==> src/hw/rtl/ffha_pkg.sv <==
// Shared types and constants for the first-fit heap allocator.
// Used by ffha_ctrl, ffha_dp, the top level and the checker; depends on nothing.
`default_nettype none
package ffha_pkg;

  localparam int ARENA_BYTES      = 65536;
  localparam int MAX_SEGMENTS     = 64;
  localparam int HEADER_BYTES     = 32;
  localparam int MIN_TAIL_PAYLOAD = 8;
  localparam int ALIGN_LOW_BITS   = 7;

  localparam int IDX_W = $clog2(MAX_SEGMENTS);
  localparam int CNT_W = IDX_W + 1;
  localparam int OFS_W = 16;
  localparam int TOP_W = 17;
  localparam int SZ_W  = 17;

  localparam logic [1:0] FN_ALLOC   = 2'd0;
  localparam logic [1:0] FN_RELEASE = 2'd1;
  localparam logic [1:0] FN_RESIZE  = 2'd2;

  localparam logic [1:0] ST_OK       = 2'd0;
  localparam logic [1:0] ST_NO_SPACE = 2'd1;
  localparam logic [1:0] ST_BAD_ADDR = 2'd2;
  localparam logic [1:0] ST_NO_BLOCK = 2'd3;

  typedef struct packed {
    logic [1:0]  func;
    logic [15:0] block_addr;
    logic [15:0] request_bytes;
  } ffha_in_t;

  typedef struct packed {
    logic [15:0] data_addr;
    logic [1:0]  status;
    logic        copy_needed;
    logic [15:0] copy_from;
    logic [15:0] copy_bytes;
  } ffha_out_t;

  typedef struct packed {
    logic [OFS_W-1:0] start;
    logic [OFS_W-1:0] size;
    logic             is_free;
  } seg_t;

  typedef enum logic [2:0] {
    EDIT_NONE    = 3'd0,
    EDIT_REMOVE  = 3'd1,
    EDIT_INSERT  = 3'd2,
    EDIT_REPLACE = 3'd3,
    EDIT_TRUNC   = 3'd4
  } edit_t;

  typedef enum logic [4:0] {
    OP_NOP        = 5'd0,
    OP_LOAD       = 5'd1,
    OP_SCAN_INIT  = 5'd2,
    OP_SCAN       = 5'd3,
    OP_RD_NEXT    = 5'd4,
    OP_CAP_NEXT   = 5'd5,
    OP_PLAN_FIT   = 5'd6,
    OP_APPEND     = 5'd7,
    OP_PLAN_REL   = 5'd8,
    OP_PLAN_SHRINK= 5'd9,
    OP_PLAN_GROW  = 5'd10,
    OP_MOVE_INIT  = 5'd11,
    OP_RESULT     = 5'd12,
    OP_WRITE_W    = 5'd13,
    OP_SHIFT_L    = 5'd14,
    OP_SHIFT_R    = 5'd15,
    OP_WRITE_E    = 5'd16,
    OP_END_EDIT   = 5'd17
  } dp_op_t;

  typedef struct packed {
    dp_op_t     op;
    logic       fit;     // scan compares for a fitting free block, else for an address
    logic       mv;      // allocation belongs to a moving resize
    logic       st_en;
    logic [1:0] st;
  } dp_cmd_t;

  typedef struct packed {
    logic [1:0] func;
    logic       addr_zero;
    logic       req_zero;
    logic       hit_lk;
    logic       hit_lk_free;
    logic       hit_fit;
    logic       scan_end;
    logic       old_ge_s;
    logic       grow_ok;
    logic       append_ok;
    edit_t      edit;
    logic       shl_done;
    logic       shr_done;
  } dp_stat_t;

endpackage
`default_nettype wire

==> src/hw/rtl/ffha_dp.sv <==
// Datapath of the allocator: segment table memory, scan and shift pointers,
// planning arithmetic and result registers. Depends on ffha_pkg.
`default_nettype none
module ffha_dp (
  input  wire logic               clk,
  input  wire logic               rst_n,
  input  wire ffha_pkg::ffha_in_t in_data,
  input  wire ffha_pkg::dp_cmd_t  cmd,
  output ffha_pkg::dp_stat_t      stat,
  output ffha_pkg::ffha_out_t     out_data
);

  localparam int IW = ffha_pkg::IDX_W;
  localparam int CW = ffha_pkg::CNT_W;
  localparam logic [15:0] HDR16 = 16'(ffha_pkg::HEADER_BYTES);
  localparam logic [17:0] HDR18 = 18'(ffha_pkg::HEADER_BYTES);
  localparam logic [17:0] MIN_SPLIT = 18'(ffha_pkg::HEADER_BYTES + ffha_pkg::MIN_TAIL_PAYLOAD);
  localparam logic [17:0] ARENA18 = 18'(ffha_pkg::ARENA_BYTES);
  localparam logic [CW-1:0] MAX_CNT = CW'(ffha_pkg::MAX_SEGMENTS);
  localparam logic [16:0] ALIGN17 = 17'(ffha_pkg::ALIGN_LOW_BITS);

  ffha_pkg::seg_t mem [ffha_pkg::MAX_SEGMENTS];
  ffha_pkg::seg_t rdata_r;
  logic [IW-1:0]  rd_addr;
  logic           we;
  logic [IW-1:0]  wa;
  ffha_pkg::seg_t wd;

  logic [1:0]       func_r;
  logic [15:0]      addr_r;
  logic             req_zero_r;
  logic [16:0]      s_r;
  logic [CW-1:0]    cnt_r, cnt_plan_r;
  logic [16:0]      top_r, top_plan_r;
  logic [CW-1:0]    ptr_r;
  logic             rvld_r;
  logic [IW-1:0]    ridx_r, idx_r, wpos_r;
  ffha_pkg::seg_t   cur_r, prv_r, nxt_r, w_r, e_r;
  logic [15:0]      old_r;
  ffha_pkg::edit_t  edit_r;
  logic [1:0]       k_r;
  logic [15:0]      res_addr_r, cfrom_r, cbytes_r;
  logic [1:0]       status_r;
  logic             cp_r;

  logic [16:0]   s_in;
  logic          hit_lk, hit_fit, scan_end, has_next, pf, nf;
  logic [17:0]   grow_sum, top_h;
  logic          fit_split, grow_split, append_ok;
  logic [CW-1:0] q;
  logic [15:0]   tail_start, min_old_s;

  assign s_in = ({1'b0, in_data.request_bytes} + ALIGN17) & ~ALIGN17;

  assign hit_lk   = rvld_r && (({1'b0, rdata_r.start} + 17'(HDR16)) == {1'b0, addr_r});
  assign hit_fit  = rvld_r && rdata_r.is_free && ({1'b0, rdata_r.size} >= s_r);
  assign scan_end = !rvld_r && (ptr_r >= cnt_r);
  assign has_next = (CW'(idx_r) + CW'(1)) < cnt_r;
  assign pf       = (idx_r != '0) && prv_r.is_free;
  assign nf       = has_next && nxt_r.is_free;

  assign grow_sum   = 18'(cur_r.size) + HDR18 + 18'(nxt_r.size);
  assign fit_split  = ((18'(cur_r.size) - 18'(s_r)) >= MIN_SPLIT) && (cnt_r < MAX_CNT);
  assign grow_split = (grow_sum - 18'(s_r)) >= MIN_SPLIT;
  assign top_h      = 18'(top_r) + HDR18;
  assign append_ok  = (cnt_r < MAX_CNT) && (top_h < ARENA18) && ((top_h + 18'(s_r)) <= ARENA18);
  assign q          = CW'(wpos_r) + CW'(1);
  assign tail_start = cur_r.start + HDR16 + s_r[15:0];
  assign min_old_s  = ({1'b0, old_r} < s_r) ? old_r : s_r[15:0];

  always_comb begin
    stat.func        = func_r;
    stat.addr_zero   = (addr_r == '0);
    stat.req_zero    = req_zero_r;
    stat.hit_lk      = hit_lk;
    stat.hit_lk_free = rdata_r.is_free;
    stat.hit_fit     = hit_fit;
    stat.scan_end    = scan_end;
    stat.old_ge_s    = {1'b0, cur_r.size} >= s_r;
    stat.grow_ok     = nf && (grow_sum >= 18'(s_r));
    stat.append_ok   = append_ok;
    stat.edit        = edit_r;
    stat.shl_done    = !rvld_r && (ptr_r >= cnt_r);
    stat.shr_done    = !rvld_r && (ptr_r <= q);
  end

  // Memory port selection.
  always_comb begin
    rd_addr = ptr_r[IW-1:0];
    we      = 1'b0;
    wa      = ridx_r;
    wd      = rdata_r;
    unique case (cmd.op)
      ffha_pkg::OP_RD_NEXT: rd_addr = idx_r + IW'(1);
      ffha_pkg::OP_SHIFT_R: rd_addr = ptr_r[IW-1:0] - IW'(1);
      default: ;
    endcase
    unique case (cmd.op)
      ffha_pkg::OP_APPEND: begin
        we = append_ok;
        wa = cnt_r[IW-1:0];
        wd = '{start: top_r[15:0], size: s_r[15:0], is_free: 1'b0};
      end
      ffha_pkg::OP_WRITE_W: begin
        we = (edit_r != ffha_pkg::EDIT_TRUNC);
        wa = wpos_r;
        wd = w_r;
      end
      ffha_pkg::OP_SHIFT_L: begin
        we = rvld_r;
        wa = ridx_r - IW'(k_r);
      end
      ffha_pkg::OP_SHIFT_R: begin
        we = rvld_r;
        wa = ridx_r + IW'(1);
      end
      ffha_pkg::OP_WRITE_E: begin
        we = 1'b1;
        wa = wpos_r + IW'(1);
        wd = e_r;
      end
      default: ;
    endcase
  end

  always_ff @(posedge clk) begin
    if (we) begin
      mem[wa] <= wd;
    end
    rdata_r <= mem[rd_addr];
  end

  // Control state: block count, heap top, the scan pointer and its read valid.
  always_ff @(posedge clk) begin
    if (!rst_n) begin
      cnt_r  <= '0;
      top_r  <= '0;
      rvld_r <= 1'b0;
      ptr_r  <= '0;
    end else begin
      unique case (cmd.op) inside
        ffha_pkg::OP_SCAN_INIT, ffha_pkg::OP_MOVE_INIT: begin
          ptr_r  <= '0;
          rvld_r <= 1'b0;
        end
        ffha_pkg::OP_SCAN, ffha_pkg::OP_SHIFT_L: begin
          rvld_r <= (ptr_r < cnt_r);
          if (ptr_r < cnt_r) begin
            ptr_r <= ptr_r + CW'(1);
          end
        end
        ffha_pkg::OP_SHIFT_R: begin
          rvld_r <= (ptr_r > q);
          if (ptr_r > q) begin
            ptr_r <= ptr_r - CW'(1);
          end
        end
        ffha_pkg::OP_WRITE_W: begin
          rvld_r <= 1'b0;
          if (edit_r == ffha_pkg::EDIT_INSERT) begin
            ptr_r <= cnt_r;
          end else begin
            ptr_r <= q + CW'(k_r);
          end
        end
        ffha_pkg::OP_APPEND: begin
          if (append_ok) begin
            cnt_r <= cnt_r + CW'(1);
            top_r <= 17'(top_h + 18'(s_r));
          end
        end
        ffha_pkg::OP_END_EDIT: begin
          cnt_r <= cnt_plan_r;
          top_r <= top_plan_r;
        end
        default: ;
      endcase
    end
  end

  always_ff @(posedge clk) begin
    unique case (cmd.op)
      ffha_pkg::OP_LOAD: begin
        func_r     <= in_data.func;
        addr_r     <= in_data.block_addr;
        req_zero_r <= (in_data.request_bytes == '0);
        s_r        <= s_in;
        res_addr_r <= '0;
        status_r   <= ffha_pkg::ST_OK;
        cp_r       <= 1'b0;
        cfrom_r    <= '0;
        cbytes_r   <= '0;
      end
      ffha_pkg::OP_MOVE_INIT: old_r <= cur_r.size;
      ffha_pkg::OP_SCAN: begin
        ridx_r <= ptr_r[IW-1:0];
        if (rvld_r) begin
          if (cmd.fit ? hit_fit : hit_lk) begin
            idx_r <= ridx_r;
            cur_r <= rdata_r;
          end else begin
            prv_r <= rdata_r;
          end
        end
      end
      ffha_pkg::OP_SHIFT_L: ridx_r <= ptr_r[IW-1:0];
      ffha_pkg::OP_SHIFT_R: ridx_r <= ptr_r[IW-1:0] - IW'(1);
      ffha_pkg::OP_CAP_NEXT: nxt_r <= rdata_r;
      ffha_pkg::OP_RESULT: status_r <= cmd.st;
      ffha_pkg::OP_PLAN_FIT: begin
        w_r        <= '{start: cur_r.start, size: fit_split ? s_r[15:0] : cur_r.size,
                        is_free: 1'b0};
        e_r        <= '{start: tail_start, size: cur_r.size - s_r[15:0] - HDR16,
                        is_free: 1'b1};
        wpos_r     <= idx_r;
        edit_r     <= fit_split ? ffha_pkg::EDIT_INSERT : ffha_pkg::EDIT_NONE;
        k_r        <= '0;
        cnt_plan_r <= fit_split ? cnt_r + CW'(1) : cnt_r;
        top_plan_r <= top_r;
        res_addr_r <= cur_r.start + HDR16;
        status_r   <= ffha_pkg::ST_OK;
        if (cmd.mv) begin
          cp_r     <= 1'b1;
          cfrom_r  <= addr_r;
          cbytes_r <= min_old_s;
        end
      end
      ffha_pkg::OP_APPEND: begin
        if (append_ok) begin
          res_addr_r <= 16'(top_h);
          status_r   <= ffha_pkg::ST_OK;
          if (cmd.mv) begin
            cp_r     <= 1'b1;
            cfrom_r  <= addr_r;
            cbytes_r <= min_old_s;
          end
        end else begin
          res_addr_r <= '0;
          status_r   <= ffha_pkg::ST_NO_SPACE;
        end
      end
      ffha_pkg::OP_PLAN_SHRINK: begin
        w_r        <= '{start: cur_r.start, size: fit_split ? s_r[15:0] : cur_r.size,
                        is_free: 1'b0};
        e_r        <= '{start: tail_start, size: cur_r.size - s_r[15:0] - HDR16,
                        is_free: 1'b1};
        wpos_r     <= idx_r;
        edit_r     <= fit_split ? ffha_pkg::EDIT_INSERT : ffha_pkg::EDIT_NONE;
        k_r        <= '0;
        cnt_plan_r <= fit_split ? cnt_r + CW'(1) : cnt_r;
        top_plan_r <= top_r;
        res_addr_r <= addr_r;
      end
      ffha_pkg::OP_PLAN_GROW: begin
        // The successor is absorbed; a large enough leftover reuses its entry.
        w_r        <= '{start: cur_r.start, size: grow_split ? s_r[15:0] : grow_sum[15:0],
                        is_free: 1'b0};
        e_r        <= '{start: tail_start, size: grow_sum[15:0] - s_r[15:0] - HDR16,
                        is_free: 1'b1};
        wpos_r     <= idx_r;
        edit_r     <= grow_split ? ffha_pkg::EDIT_REPLACE : ffha_pkg::EDIT_REMOVE;
        k_r        <= 2'd1;
        cnt_plan_r <= grow_split ? cnt_r : cnt_r - CW'(1);
        top_plan_r <= top_r;
        res_addr_r <= addr_r;
      end
      ffha_pkg::OP_PLAN_REL: begin
        top_plan_r <= top_r;
        if (cmd.st_en) begin
          status_r <= cmd.st;
        end
        if (pf) begin
          wpos_r <= idx_r - IW'(1);
          if (!has_next) begin
            edit_r     <= ffha_pkg::EDIT_TRUNC;
            k_r        <= '0;
            cnt_plan_r <= CW'(idx_r) - CW'(1);
            top_plan_r <= {1'b0, prv_r.start};
          end else if (nf) begin
            w_r        <= '{start: prv_r.start,
                            size: prv_r.size + HDR16 + cur_r.size + HDR16 + nxt_r.size,
                            is_free: 1'b1};
            edit_r     <= ffha_pkg::EDIT_REMOVE;
            k_r        <= 2'd2;
            cnt_plan_r <= cnt_r - CW'(2);
          end else begin
            w_r        <= '{start: prv_r.start, size: prv_r.size + HDR16 + cur_r.size,
                            is_free: 1'b1};
            edit_r     <= ffha_pkg::EDIT_REMOVE;
            k_r        <= 2'd1;
            cnt_plan_r <= cnt_r - CW'(1);
          end
        end else begin
          wpos_r <= idx_r;
          if (!has_next) begin
            edit_r     <= ffha_pkg::EDIT_TRUNC;
            k_r        <= '0;
            cnt_plan_r <= CW'(idx_r);
            top_plan_r <= {1'b0, cur_r.start};
          end else if (nf) begin
            w_r        <= '{start: cur_r.start, size: cur_r.size + HDR16 + nxt_r.size,
                            is_free: 1'b1};
            edit_r     <= ffha_pkg::EDIT_REMOVE;
            k_r        <= 2'd1;
            cnt_plan_r <= cnt_r - CW'(1);
          end else begin
            w_r        <= '{start: cur_r.start, size: cur_r.size, is_free: 1'b1};
            edit_r     <= ffha_pkg::EDIT_NONE;
            k_r        <= '0;
            cnt_plan_r <= cnt_r;
          end
        end
      end
      default: ;
    endcase
  end

  assign out_data = '{data_addr: res_addr_r, status: status_r, copy_needed: cp_r,
                      copy_from: cfrom_r, copy_bytes: cbytes_r};

endmodule
`default_nettype wire

==> src/hw/rtl/ffha_ctrl.sv <==
// Controller state machine of the allocator: sequences scans, planning and
// table edits in ffha_dp through command and status structs. Depends on ffha_pkg.
`default_nettype none
module ffha_ctrl (
  input  wire logic               clk,
  input  wire logic               rst_n,
  input  wire logic               start,
  input  wire ffha_pkg::dp_stat_t stat,
  output ffha_pkg::dp_cmd_t       cmd,
  output logic                    busy,
  output logic                    out_valid
);

  typedef enum logic [15:0] {
    S_IDLE     = 16'h0001,
    S_DISPATCH = 16'h0002,
    S_FIT_SCAN = 16'h0004,
    S_PLAN_FIT = 16'h0008,
    S_APPEND   = 16'h0010,
    S_LK_SCAN  = 16'h0020,
    S_RD_NEXT  = 16'h0040,
    S_CAP_NEXT = 16'h0080,
    S_DECIDE   = 16'h0100,
    S_WRITE_W  = 16'h0200,
    S_SHIFT_L  = 16'h0400,
    S_SHIFT_R  = 16'h0800,
    S_WRITE_E  = 16'h1000,
    S_END_EDIT = 16'h2000,
    S_RELOOK   = 16'h4000,
    S_DONE     = 16'h8000
  } state_t;

  typedef enum logic [2:0] {
    G_ALLOC    = 3'd0,
    G_RELEASE  = 3'd1,
    G_RESIZE   = 3'd2,
    G_MOVE     = 3'd3,
    G_MOVE_REL = 3'd4
  } goal_t;

  state_t state_r, state_nxt;
  goal_t  goal_r, goal_nxt;

  always_ff @(posedge clk) begin
    if (!rst_n) begin
      state_r <= S_IDLE;
      goal_r  <= G_ALLOC;
    end else begin
      state_r <= state_nxt;
      goal_r  <= goal_nxt;
    end
  end

  always_comb begin
    state_nxt = state_r;
    goal_nxt  = goal_r;
    cmd       = '{op: ffha_pkg::OP_NOP, fit: 1'b0, mv: (goal_r == G_MOVE),
                  st_en: 1'b0, st: ffha_pkg::ST_OK};
    unique case (state_r)
      S_IDLE: begin
        if (start) begin
          cmd.op    = ffha_pkg::OP_LOAD;
          state_nxt = S_DISPATCH;
        end
      end
      S_DISPATCH: begin
        if (stat.func == ffha_pkg::FN_RELEASE) begin
          if (stat.addr_zero) begin
            cmd.op    = ffha_pkg::OP_RESULT;
            cmd.st    = ffha_pkg::ST_NO_BLOCK;
            state_nxt = S_DONE;
          end else begin
            cmd.op    = ffha_pkg::OP_SCAN_INIT;
            goal_nxt  = G_RELEASE;
            state_nxt = S_LK_SCAN;
          end
        end else if (stat.func == ffha_pkg::FN_RESIZE && !stat.addr_zero) begin
          cmd.op    = ffha_pkg::OP_SCAN_INIT;
          goal_nxt  = G_RESIZE;
          state_nxt = S_LK_SCAN;
        end else if (stat.func == ffha_pkg::FN_RESIZE && stat.req_zero) begin
          cmd.op    = ffha_pkg::OP_RESULT;
          cmd.st    = ffha_pkg::ST_NO_BLOCK;
          state_nxt = S_DONE;
        end else begin
          cmd.op    = ffha_pkg::OP_SCAN_INIT;
          goal_nxt  = G_ALLOC;
          state_nxt = S_FIT_SCAN;
        end
      end
      S_FIT_SCAN: begin
        cmd.op  = ffha_pkg::OP_SCAN;
        cmd.fit = 1'b1;
        if (stat.hit_fit) begin
          state_nxt = S_PLAN_FIT;
        end else if (stat.scan_end) begin
          state_nxt = S_APPEND;
        end
      end
      S_PLAN_FIT: begin
        cmd.op    = ffha_pkg::OP_PLAN_FIT;
        state_nxt = S_WRITE_W;
      end
      S_APPEND: begin
        cmd.op    = ffha_pkg::OP_APPEND;
        state_nxt = (stat.append_ok && goal_r == G_MOVE) ? S_RELOOK : S_DONE;
      end
      S_LK_SCAN: begin
        if (stat.hit_lk && !stat.hit_lk_free) begin
          cmd.op    = ffha_pkg::OP_SCAN;
          state_nxt = S_RD_NEXT;
        end else if (stat.hit_lk || stat.scan_end) begin
          // The first block with this data start is free, or none matches.
          cmd.op    = ffha_pkg::OP_RESULT;
          cmd.st    = ffha_pkg::ST_BAD_ADDR;
          state_nxt = S_DONE;
        end else begin
          cmd.op = ffha_pkg::OP_SCAN;
        end
      end
      S_RD_NEXT: begin
        cmd.op    = ffha_pkg::OP_RD_NEXT;
        state_nxt = S_CAP_NEXT;
      end
      S_CAP_NEXT: begin
        cmd.op    = ffha_pkg::OP_CAP_NEXT;
        state_nxt = S_DECIDE;
      end
      S_DECIDE: begin
        state_nxt = S_WRITE_W;
        if (goal_r != G_RESIZE) begin
          cmd.op = ffha_pkg::OP_PLAN_REL;
        end else if (stat.req_zero) begin
          cmd.op    = ffha_pkg::OP_PLAN_REL;
          cmd.st_en = 1'b1;
          cmd.st    = ffha_pkg::ST_NO_BLOCK;
        end else if (stat.old_ge_s) begin
          cmd.op = ffha_pkg::OP_PLAN_SHRINK;
        end else if (stat.grow_ok) begin
          cmd.op = ffha_pkg::OP_PLAN_GROW;
        end else begin
          cmd.op    = ffha_pkg::OP_MOVE_INIT;
          goal_nxt  = G_MOVE;
          state_nxt = S_FIT_SCAN;
        end
      end
      S_WRITE_W: begin
        cmd.op = ffha_pkg::OP_WRITE_W;
        unique case (stat.edit)
          ffha_pkg::EDIT_REMOVE:  state_nxt = S_SHIFT_L;
          ffha_pkg::EDIT_INSERT:  state_nxt = S_SHIFT_R;
          ffha_pkg::EDIT_REPLACE: state_nxt = S_WRITE_E;
          default:                state_nxt = S_END_EDIT;
        endcase
      end
      S_SHIFT_L: begin
        cmd.op = ffha_pkg::OP_SHIFT_L;
        if (stat.shl_done) begin
          state_nxt = S_END_EDIT;
        end
      end
      S_SHIFT_R: begin
        cmd.op = ffha_pkg::OP_SHIFT_R;
        if (stat.shr_done) begin
          state_nxt = S_WRITE_E;
        end
      end
      S_WRITE_E: begin
        cmd.op    = ffha_pkg::OP_WRITE_E;
        state_nxt = S_END_EDIT;
      end
      S_END_EDIT: begin
        cmd.op    = ffha_pkg::OP_END_EDIT;
        state_nxt = (goal_r == G_MOVE) ? S_RELOOK : S_DONE;
      end
      S_RELOOK: begin
        // The new block is in place; find the old one again and release it.
        cmd.op    = ffha_pkg::OP_SCAN_INIT;
        goal_nxt  = G_MOVE_REL;
        state_nxt = S_LK_SCAN;
      end
      S_DONE: begin
        state_nxt = S_IDLE;
      end
      default: begin
        state_nxt = S_IDLE;
      end
    endcase
  end

  assign busy      = (state_r != S_IDLE);
  assign out_valid = (state_r == S_DONE);

endmodule
`default_nettype wire

==> src/hw/rtl/first_fit_heap_allocator.sv <==
// Top level of the first-fit heap allocator: joins controller and datapath.
// Depends on ffha_pkg, ffha_ctrl and ffha_dp.
//
// A transaction is taken when start is high while busy is low; busy stays high
// until the result has been shown. The result appears for exactly one cycle with
// out_valid, and the receiver cannot stall it. A transaction takes longer the
// more blocks the table holds: every first-fit search, address lookup and table
// shift walks the segment table one entry per cycle through its single read
// port. A moving resize is the longest case: it looks up the old block, searches
// for a new one and opens a slot for it, then looks the old block up again and
// closes the table over it. The table needs no clearing after reset.
`default_nettype none
module first_fit_heap_allocator (
  input  wire logic                clk,
  input  wire logic                rst_n,
  input  wire logic                start,
  output logic                     busy,
  input  wire ffha_pkg::ffha_in_t  in_data,
  output logic                     out_valid,
  output ffha_pkg::ffha_out_t      out_data
);

  ffha_pkg::dp_cmd_t  cmd;
  ffha_pkg::dp_stat_t stat;

  ffha_ctrl u_ctrl (
    .clk       (clk),
    .rst_n     (rst_n),
    .start     (start),
    .stat      (stat),
    .cmd       (cmd),
    .busy      (busy),
    .out_valid (out_valid)
  );

  ffha_dp u_dp (
    .clk      (clk),
    .rst_n    (rst_n),
    .in_data  (in_data),
    .cmd      (cmd),
    .stat     (stat),
    .out_data (out_data)
  );

endmodule
`default_nettype wire

==> config.mk <==
export PLATFORM = sky130hd
export DESIGN_NAME = first_fit_heap_allocator
export DESIGN_NICKNAME = d
export VERILOG_FILES = /design/src/hw/rtl/ffha_pkg.sv /design/src/hw/rtl/ffha_dp.sv /design/src/hw/rtl/ffha_ctrl.sv /design/src/hw/rtl/first_fit_heap_allocator.sv
export SDC_FILE = /design/constraint.sdc
export NUM_CORES = 2
export LEC_CHECK = 0
export ABC_AREA = 1
export BUFFER_PORTS_ARGS = -buffer_cell sky130_fd_sc_hd__buf_2
export CORE_UTILIZATION = 40
export CTS_BUF_LIST = sky130_fd_sc_hd__clkbuf_8 sky130_fd_sc_hd__clkbuf_16
export DETAILED_ROUTE_END_ITERATION = 10
export PLACE_DENSITY_LB_ADDON = 0.25
export RECOVER_POWER = 25
export SLEW_MARGIN = 30
export SYNTH_ARGS = -nofsm -noshare
export SYNTH_HDL_FRONTEND = slang
export SYNTH_SLANG_ARGS = --single-unit
==> constraint.sdc <==
create_clock -name clk -period 12.55 [get_ports clk]
set_clock_uncertainty 0.1 [all_clocks]
set_input_delay 1.255 -clock clk [delete_from_list [all_inputs] [get_ports clk]]
set_output_delay 1.255 -clock clk [all_outputs]
set_load 0.05 [all_outputs]
==> results.txt <==
Status - finished with violations
Failing checks - max-capacitance violations, max-slew violations
Post-Syn Area - 111000 µm²
Die Y - 530 µm
Overall Global Routing Usage - 25.8%
Initial Utilization - 40.2%
Number of synthesized flops with an enable pin - 2406
Largest net degree at the start of global routing - 177
Rows - 193
Layout cells sized above 1 - 7.65%
Min-delay worst type - flop to flop
Buffers on Ports - 89
Final wirelength - 371000 µm
Slowest-stage cell, CP - clkbuf_1
Worst R2R Path Depth - 12
Final hold violations - 0
Drc violations - 0
Dpl cells - 13200
Leakage - 42.9 nW
DRT iter0 DRCs - 9502
Fmax achieved - 118 MHz
CTS tree - done
Avg Inst Size Synth - 11.5 µm²
Tcrit/Tclk final - 67.6%
Placeable core area - 277000 µm²
Main flop type after synthesis - edfxtp_1
R2r startpoint - u_ctrl.state_r[0]
Routed vias - 79700
Async SR Flop Fraction - 0%
Vias per cell - 5.83
Post-route minimum period - 8490 ps
Clk sink count - 2490
Grt total ovfl - 0
Crit path DAT - 8420 ps
Hpwl dp - 220000 µm
Worst Path Max Fanout - 64
Fin. max-slew vios - 1308
Setup crit start - u_ctrl.state_r[0]
Wire length per cell - 27.1 µm
Largest stage delay, worst path - 2760 ps
Crit path kind - flop to flop
Setup ws final - 4060 ps
Die ar. - 280000 µm²
Post-Syn Instances - 9723
Sequential-to-total area share from yosys stat - 66.4%
CTS clock-pin slew for the worst setup and hold paths - 60 ps
Post-CTS Setup Inserts - 0
Final setup violation count - 0
Fin nets - 10100
First-pass GRT wire length - 528000 µm
Reg2reg end - u_dp.mem[43][8]
H-tree levels - 5
Final Non-Filler Cells - 13700
Worst-Margin Slew - 4020 ps
Pwr/cell area - 199 nW/µm²
RePlAce Congestion - 0.963
Area delta synth->final - 12.3%
Post-Syn Nets - 10100
Detail Route Antenna Nets - 0
Setup tns final - 0 ps
Worst VDD drop - 0.000132 V
Reg-to-reg slack, setup - 4060 ps
Vias in the first global route - 75300
CTS Hold Bufs - 0
Die width - 530 µm
Crit path cell chain - nor2_1 -> nand2_1 -> nor2_1 -> clkinvlp_2 -> nor2_8 -> nand2_1 -> clkbuf_1 -> inv_1 -> clkbuf_1 -> nand2_1 -> a41oi_1 -> clkbuf_1
Initial antenna violation count - 20
Relative slew slack - -168%
RSZ-0062 raised after global routing - false
Hold Slack - 356 ps
Root buf cell - clkbuf_16
CP Data Required Time - 12480 ps
I/O Pins - 90
Later-pin clock latency in the skew report - 880 ps
Crit path launch type - flop
Max Cap Viol - 25
TritonRoute pass-1 iters - 8
Worst setup path end - u_dp.mem[43][8]
CTS buffer count - 276
Gates resized, CTS repair - 0
Fillers - 25300
Warnings, synthesis - 0
CP Capture Type - flop
Pre-CTS setup slack - 5600 ps
Synth Register Bits - 2490
Clock Path Buffers - 4
Synth unique cells - 65
-- how the worst min path moves through the flow --
stage	from	to	slack, ps	cells past startpoint
after floorplan	u_dp.cur_r[17]	u_dp.e_r[17]	330	0
after global placement	u_dp.cur_r[17]	u_dp.e_r[17]	330	0
after detailed placement	u_dp.cur_r[17]	u_dp.e_r[17]	330	0
after CTS	u_dp.cur_r[17]	u_dp.e_r[17]	340	0
after global routing	u_dp.cur_r[17]	u_dp.e_r[17]	350	0
final	u_dp.cur_r[17]	u_dp.e_r[17]	360	0
-- stage by stage --
step                utilization [%]  power [mW]  area (µm²)
finish                         45.2        24.9      125000
global placement               42.2        17.1      117000
global route                   45.2        25.7      125000
floorplan                         -        14.4      111000
CTS                            45.3        24.9      125000
detailed placement             42.3        17.2      117000
-- cell families after synthesis --
family,Yosys count,synth area share [%]
buffers and inverters,1106,4.04
xor gates and xnor gates,178,1.41
adders and majority gates,294,3.42
and+or+nand+nor,2870,10.6
DFF,2490,66.4
AOI/OAI and AO/OA,2785,14.2
-- synthesized netlist by cell type (139+ instances only) --
| cell | n | share of area [%] |
|---|---|---|
| o21ai_1 | 139 | 0.62 |
| nand2_1 | 845 | 2.8 |
| ha_1 | 277 | 3.1 |
| buf_2 | 151 | 0.68 |
| edfxtp_1 | 2406 | 65 |
| xor2_1 | 146 | 1.1 |
| inv_1 | 522 | 1.8 |
| a21oi_1 | 253 | 1.1 |
| nand3_1 | 365 | 1.6 |
| o21ai_0 | 1445 | 6.5 |
| clkbuf_1 | 354 | 1.2 |
| o22ai_1 | 525 | 2.9 |
| nor2_1 | 1468 | 4.9 |
-- metal layers --
metal	GRT usage, %	routed length, µm	share of wire [%]
met4	10.8	16400	4.4
met3	4.45	31300	8.4
met1	34.8	153000	41
met5	0	80	0.022
met2	40.9	171000	46
-- worst max-delay path: cells and delay by family, from the launching register on --
family	cells	cell delay, ps
flip-flops	1	330
AND/OR/NAND/NOR	6	1350
AO/OA/AOI/OAI	1	420
buffers and inverters	5	5420
-- power breakdown --
part	switching [mW]	internal, mW	leakage [nW]
combinational	4.97	1.41	16.1
clock	3.29	4.43	4.39
sequential	0.259	10.5	22.4
-- placed cells by master, fill, tap and decap left out, drive strengths merged, types with 24 or more instances in the layout --
cell type / n
clkinv: 119
nor2: 1485
edfxtp: 2406
a21oi: 254
clkbuf: 379
inv: 602
nand3: 370
nand2: 855
nor3: 66
nand4: 47
o21bai: 137
xnor2: 31
o211ai: 120
dfxtp: 84
buf: 228
xor2: 146
o22ai: 525
o221ai: 32
a211oi: 24
o21ai: 1586
ha: 277
-- sequential cells by signal, indices dropped and copies added, names as in the netlist, 16 cells and up --
name and count:
u_dp.cfrom_r 16, u_dp.top_r 17, u_dp.rdata_r 32, u_dp.nxt_r 17, u_dp.prv_r 33, u_dp.old_r 16, u_dp.top_plan_r 17, u_dp.addr_r 16
u_dp.cur_r 32, u_dp.w_r 33, u_dp.mem 2112, u_dp.cbytes_r 16, u_dp.e_r 32, u_ctrl.state_r 16, u_dp.res_addr_r 16
-- final cells by class --
cell class,count,area (µm²),share of cell area [%]
Sequential cell,2490,73900,59.1
Multi-Input combinational cell,6127,33800,27.0
Clock buffer,288,7160,5.73
Tap cell,3705,4640,3.71
Inverter,557,2120,1.69
Timing Repair Buffer,319,2090,1.67
Clock inverter,183,1310,1.05
Antenna cell,9,22.5,0.0180
Note: power is estimated with default switching activity, not from simulation.
